--- src/mipbox_ram.sv ---
// mipbox_ram: generic simple dual-port ram, one write port and one registered read port
// no dependencies
`timescale 1ns / 1ps

module mipbox_ram #(
    parameter int WIDTH = 8,
    parameter int DEPTH = 16
) (
    input  logic                                       clk,
    input  logic                                       wr_en,
    input  logic [((DEPTH > 1) ? $clog2(DEPTH) : 1)-1:0] wr_addr,
    input  logic [WIDTH-1:0]                           wr_data,
    input  logic                                       rd_en,
    input  logic [((DEPTH > 1) ? $clog2(DEPTH) : 1)-1:0] rd_addr,
    output logic [WIDTH-1:0]                           rd_data
);

    logic [WIDTH-1:0] mem [DEPTH];

    always_ff @(posedge clk)
    begin
        if (wr_en)
        begin
            mem[wr_addr] <= wr_data;
        end
        if (rd_en)
        begin
            rd_data <= mem[rd_addr];
        end
    end

endmodule

--- config.mk ---
export PLATFORM = sky130hd
export DESIGN_NAME = mipbox_ram
export DESIGN_NICKNAME = d
export VERILOG_FILES = /design/src/mipbox_ram.sv
export SDC_FILE = /design/constraint.sdc
export NUM_CORES = 1
export LEC_CHECK = 0
export BUFFER_PORTS_ARGS = -buffer_cell sky130_fd_sc_hd__buf_4
export CORE_UTILIZATION = 60
export CTS_CLUSTER_DIAMETER = 150
export DETAILED_ROUTE_END_ITERATION = 16
export PLACE_DENSITY = 0.78
export SYNTH_ARGS = -nofsm -noshare
export SYNTH_HDL_FRONTEND = slang
export SYNTH_SLANG_ARGS = --single-unit
--- constraint.sdc ---
create_clock -name clk -period 5.7 [get_ports clk]
set_clock_uncertainty 0.15 [all_clocks]
set_input_delay 0.855 -clock clk [delete_from_list [all_inputs] [get_ports clk]]
set_output_delay 0.855 -clock clk [all_outputs]
set_load 0.01 [all_outputs]
# == After elaboration in Yosys (flattened, before gate mapping) ==
# Memories as Yosys holds them, arrays and structs flattened. A register that Yosys moved wholly into a read port is not among the register bits.
# Index checks and enable logic that the tools add are counted.
# word_totals
ff_bits,0
ramBits,128
input_bits,19
out_inout_bits,8
word_cells,3
memories,1
# op_classes
muxes,2
# memory_table
name,depth,word_bits,rd,rd_clocked_by_memory_dff,write_ports,line,rtl
mem,16,8,1,1,1,18,logic [WIDTH-1:0] mem [DEPTH];
# ops
op,count
$mux 1,2

# == Depth between registers and ports, before layout ==
# Gate-level depths: netlist of run 1.
# depth
ltp_word,2
ltp_mapped,5
depth_no_buf,3

# == Worst setup path before layout of run 1 ==
# No wires, ideal clock.
# synth_path
kind,input-to-reg
from,input port wr_addr[2] (netlist bit)
to,memory mem[0][0] (enable)
setup_time_ns,0.383
arrival_time_ns,1.965
required_time_ns,5.167
setup_slack_ns,3.202
cell_stages,2
path_buffers,0
path_cell_list,or3b_2 nor3_1
# synth_lines
item,line,rtl
"start, declared",11,"input logic [((DEPTH > 1) ? $clog2(DEPTH) : 1)-1:0] wr_addr,"
"end, declared",18,
# Straight into the memory's write port.

# == Worst setup path after layout of run 1 ==
# layout_path
from,input port wr_addr[2] (netlist bit)
to,memory mem[0][3] (enable)
# Straight into the memory's write port.

==> results of run 1 <==
==> critical path, stage by stage <==
cell,delay [ns]
buf_4,0.12
or3b_2,0.51
nor3_1,0.88
==> path summary, 6_finish.rpt <==
path,from,to,slack [ns],depth (start not counted)
min reg2reg,mem[14][1]$_DFFE_PP_,rd_data[1]$_DFFE_PP_,0.59,3
min,wr_data[0],mem[6][0]$_DFFE_PP_,0.51,1
max reg2reg,mem[1][3]$_DFFE_PP_,rd_data[3]$_DFFE_PP_,3.91,3
max,wr_addr[2],mem[0][3]$_DFFE_PP_,3.29,3
==> power by group through the flow <==
stage               logic [uW]  registers, uW  clock network [uW]
detailed placement         103           1150                   0
floorplan                 56.9           1150                   0
global route               113           1140                1140
global placement           101           1150                   0
finish                     105           1130                1090
CTS                        105           1130                1100
==> cell type report <==
cell class / count / area, um2 / area share
well taps: 105 / 131.4 / 0.02157
flip-flops and latches: 136 / 4084 / 0.6706
clock inverters: 12 / 177.7 / 0.02918
clock buffers: 19 / 421.7 / 0.06924
repair buffers: 29 / 217.7 / 0.03575
multi-input cells: 83 / 1057 / 0.1736
==> sequential cells by signal, summed over array words and instances (netlist names) <==
| signal | flops |
|---|---|
| rd_data | 8 |
| mem | 128 |
==> cells by family (layout without fill, tap and decap cells) <==
| logic type | after synthesis | in the layout | share of synthesized area |
|---|---|---|---|
| AOI/OAI and AO/OA | 16 | 16 | 0.02298 |
| buffers and inverters | 10 | 60 | 0.01651 |
| DFF | 136 | 136 | 0.7812 |
| muxes | 32 | 32 | 0.1479 |
| and+or+nand+nor | 35 | 35 | 0.03136 |
==> routing by layer <==
metal	GRT usage	wire length, um
met1	0.3714	4167
met5	0	0
met4	0.09596	125
met2	0.3792	5032
met3	0.04386	685
==> placed cells by master (no fill, tap or decap), types with 2 or more instances in the layout <==
cell type / netlist / routed
nor3_1: 4 / 4
clkinv_4: 0 / 2
buf_4: 1 / 29
edfxtp_1: 136 / 136
bufinv_16: 0 / 4
nor2_1: 13 / 13
nand3b_1: 2 / 2
clkinvlp_4: 0 / 4
clkbuf_1: 0 / 2
clkbuf_16: 0 / 16
a22oi_1: 16 / 16
clkinv_2: 0 / 2
mux4_1: 14 / 14
mux4_2: 18 / 18
nand2_1: 9 / 9
nand2b_1: 2 / 2
==> metrics by stage <==
| step | power, uW | instances | util | cell area, um2 |
|---|---|---|---|---|
| final | 2330 | 384 | 0.7301 | 6090 |
| after detailed placement | 1257 | 353 | 0.6583 | 5490 |
| after floorplan | 1211 | 229 | - | 5228 |
| after global placement | 1253 | 353 | 0.6583 | 5490 |
| after CTS | 2338 | 384 | 0.7301 | 6090 |
| after global routing | 2389 | 384 | 0.7301 | 6090 |
==> flow_summary.json, run 1 <==
{
  "yosysTopAreaCell": "edfxtp_1",
  "yosysSeqAreaShare": 0.7812,
  "async_flop_share": 0,
  "clock_power_share": 0.468,
  "cap_violations": 0,
  "cts_buffer_depth": 2,
  "switching_share": 0.1932,
  "seqPwrFrac": 0.487,
  "syn_area_per_cell_um2": 22.83,
  "drv_slew": 0,
  "antenna_left": 0,
  "portBuffers": 26,
  "overflow": 0,
  "fp.dieArea_um2": 9090,
  "synth-warning-count": 0,
  "worst_pin_slew_ns": 1.134,
  "yosysMostFrequentCell": "edfxtp_1",
  "pre_cts_ws_ns": 2.778,
  "ys_seq_elements": 136,
  "ys.flop_type": "edfxtp_1",
  "clk_latency_ns": 0.50,
  "crit_path_max_fanout": 8,
  "first_pass_iters": 5,
  "root_buffer": "clkbuf_8",
  "finalCritPeriodShare": 0.4228,
  "p_comb_frac": 0.045,
  "finalHoldViolations": 0,
  "synth_top_area_share": 0.7812,
  "tritoncts": "built",
  "start_kind": "primary input",
  "p_int_uw": 1879,
  "htreeDepth": 4,
  "outcome": "complete, no violations",
  "synth_common_cells": "edfxtp_1, mux4_2, a22oi_1, mux4_1, nor2_1",
  "hold_path.class": "primary input to flop",
  "floorplan.initialDensity": 0.6268,
  "place_congestion": 0.7323,
  "switching_power_uw": 450.1,
  "routedWlPerCell_um": 26.07,
  "drive_above_1_share": 0.2760,
  "hold_buffers": 0,
  "grt_use_total": 0.2503,
  "diodes": 0,
  "nNetsFinal": 286,
  "cts_buffers": 17,
  "setup_viol_count_final": 0,
  "post_drt_via_cell_ratio": 6.445,
  "fp.dieH_um": 95.34,
  "endpoint_kind": "flop",
  "clk_pin_slew_ns": 0.06,
  "vias": 2475,
  "yosysUniqueCellTypes": 18,
  "drt_iter0_markers": 340,
  "static-leakage-power_uw": 0.002027,
  "synth_edf_count": 136,
  "timing.fmax_ghz": 0.4150,
  "netlist_top_cells_area": "edfxtp_1, mux4_2, mux4_1, a22oi_1, nor2_1",
  "ios": 27,
  "worst_slack_ns": 3.290,
  "synth.net_count": 248,
  "ir_drop_mv": 0.2891,
  "syn_to_final_growth_pct": 16.49,
  "rows": 33,
  "cts_setup_buffers": 0,
  "netlist_instances": 229,
  "setup_tns_ns": 0,
  "grt_max_degree": 33,
  "grt_pass1_vias": 2475,
  "synthesis.area_um2": 5228,
  "coreArea_um2": 8341,
  "p_per_area_nw_per_um2": 382.6,
  "cts_resized": 0,
  "rsz0062_at_grt": "false",
  "cts.sinks": 136,
  "holdWs_ns": 0.5136,
  "wl_um": 10010,
  "relSlewSlack": 0.2382,
  "period_needed_ns": 2.410,
  "grt_pass1_wl_um": 14990,
  "hpwl_um": 5512,
  "crit_type": "primary input to flop",
  "antenna_found_initial": 0,
  "worstPathArrival_ns": 2.37,
  "post-route-drc-count": 0,
  "fillers": 482,
  "die_x_um": 95.34,
  "worstPathRequired_ns": 5.66
}
Power figures use the tool's default switching activity.
==> run 2: changes to the inputs <==
==> constraint.sdc (replaced) <==
create_clock -name clk -period 2.3 [get_ports clk]
set_clock_uncertainty 0.15 [all_clocks]
set_input_delay 0.345 -clock clk [delete_from_list [all_inputs] [get_ports clk]]
set_output_delay 0.345 -clock clk [all_outputs]
set_load 0.01 [all_outputs]
==> run 2 against run 1 <==
Compared with the run above: wire length about the same; highest routed layer unchanged; first-iteration DRC count fell by 42%; core utilization rose by 2.6 points; critical path depth stayed put; clock-buffer cell count down 1; clock power is 140% higher; sequential cell count is the same; register-to-register slack lost 3.3 ns; sequential share of layout area decreased by 2.3 points.
==> flow_summary.json, run 2 (synthesized netlist as in run 1, its figures left out) <==
{
  "clk_latency_ns": 0.51,
  "grt_pass1_wl_um": 15030,
  "post_drt_via_cell_ratio": 6.132,
  "drive_above_1_share": 0.3082,
  "grt_max_degree": 22,
  "root_buffer": "clkbuf_8",
  "setup_viol_count_final": 0,
  "first_pass_iters": 4,
  "rsz0062_at_grt": "false",
  "outcome": "complete, no violations",
  "period_needed_ns": 1.703,
  "clk_pin_slew_ns": 0.06,
  "coreArea_um2": 8341,
  "routedWlPerCell_um": 24.43,
  "use_met2": 0.3851,
  "rows": 33,
  "worst_pin_slew_ns": 0.6953,
  "floorplan.initialDensity": 0.6268,
  "holdCritStartpoint": "wr_addr[0]",
  "diodes": 0,
  "die_x_um": 95.34,
  "worstPathArrival_ns": 1.80,
  "r2r_start": "mem[1][0]$_DFFE_PP_",
  "vias": 2514,
  "hpwl_um": 5973,
  "cts_buffers": 17,
  "final_common_cell": "edfxtp_1",
  "htreeDepth": 4,
  "relSlewSlack": 0.5355,
  "portBuffers": 26,
  "tritoncts": "built",
  "p_comb_frac": 0.050,
  "fin_cells": 410,
  "post-route-drc-count": 0,
  "p_per_area_nw_per_um2": 904.8,
  "gr-usage-met1": 0.3584,
  "switching_share": 0.2001,
  "crit_type": "flop to flop",
  "endpoint_kind": "flop",
  "largest_register_ffs": 128,
  "largestRegisters": "mem (128), rd_data (8)",
  "clock_power_share": 0.457,
  "antenna_left": 0,
  "p_int_uw": 4564,
  "ios": 27,
  "timing.fmax_ghz": 0.5872,
  "crit_path_max_fanout": 1,
  "finalCritPeriodShare": 0.7404,
  "nNetsFinal": 312,
  "grt_pass1_vias": 2567,
  "switching_power_uw": 1142,
  "start_kind": "flop",
  "wl_um": 10020,
  "mostFrequentLayoutCells": "edfxtp_1, buf_4, mux4_2",
  "fp.dieArea_um2": 9090,
  "antenna_found_initial": 0,
  "fp.dieH_um": 95.34,
  "top_register": "mem",
  "seqPwrFrac": 0.493,
  "worstPathRequired_ns": 2.40,
  "cap_violations": 0,
  "cts_buffer_depth": 2,
  "hold_path.class": "primary input to flop",
  "place_congestion": 0.7445,
  "drv_slew": 0,
  "place_inst": 370,
  "cp-startpoint": "mem[1][0]$_DFFE_PP_",
  "overflow": 0,
  "drt_iter0_markers": 198,
  "use_met3": 0.07656,
  "syn_to_final_growth_pct": 20.63,
  "ir_drop_mv": 0.8046,
  "cts.sinks": 136,
  "grt_use_total": 0.2568,
  "top_usage_layer": "met2",
  "fillers": 454,
  "setup_tns_ns": 0,
  "static-leakage-power_uw": 0.002150,
  "finalHoldViolations": 0
}
-- run 2: changes by cell type in the layout (fill, tap and decap cells not counted), sizes merged --
cell and delta:
dlygate4sd3 +9, bufinv -1, buf +17, inv +1
clkbuf -1, clkinvlp +1
-- run 2: cell type report --
class / count / area (um2) / area share
Timing Repair Buffer: 55 / 460.4 / 0.07302
Sequential cell: 136 / 4084 / 0.6476
Multi-Input combinational cell: 83 / 1057 / 0.1677
Clock inverter: 13 / 155.1 / 0.02460
Clock buffer: 18 / 417.9 / 0.06627
Tap cell: 105 / 131.4 / 0.02083
-- run 2: routing by layer --
layer  share of wire  up-vias
met5               0        -
met3           0.084       12
met2            0.49      136
met1            0.41     1255
met4           0.014        0
li1                -     1111
-- run 2: what timing repair did --
item                      CTS  global route
resized for setup           0             0
hold buffers                9             0
hold endpoints to repair  136             0
buffers inserted            0             0
-- run 2: final timing paths --
path	end	slack [ns]	cells past startpoint
worst min register to register	rd_data[1]$_DFFE_PP_	0.61	3
worst min-delay path	mem[8][0]$_DFFE_PP_	0.20	3
worst max-delay path	rd_data[0]$_DFFE_PP_	0.60	3
worst max register to register	rd_data[0]$_DFFE_PP_	0.60	3
-- run 2: worst max-delay path, cell delays in order (launching register included) --
cell      delay [ns]
edfxtp_1        0.37
mux4_1          0.51
a22oi_1         0.29
nand2_1         0.13
-- run 2: power groups by stage --
| stage | Combinational, uW | Sequential (uW) | Clock [uW] |
|---|---|---|---|
| global route | 307 | 2810 | 2760 |
| detailed placement | 272 | 2860 | 0 |
| CTS | 288 | 2810 | 2650 |
| floorplan | 141 | 2860 | 0 |
| global placement | 266 | 2860 | 0 |
| finish | 285 | 2810 | 2610 |
-- run 2: metrics by stage --
| step | utilization | total power (uW) | setup slack (ns) | hold WS, ns | instance area (um2) |
|---|---|---|---|---|---|
| floorplan | - | 3002 | 0.3121 | 0.2939 | 5228 |
| global placement | 0.6766 | 3124 | 0.2709 | 0.4940 | 5643 |
| detailed placement | 0.6766 | 3133 | 0.2380 | 0.5120 | 5643 |
| CTS | 0.7561 | 5751 | 0.5924 | 0.1754 | 6306 |
| global route | 0.7561 | 5882 | 0.5279 | 0.1893 | 6306 |
| finish | 0.7561 | 5706 | 0.5970 | 0.2038 | 6306 |
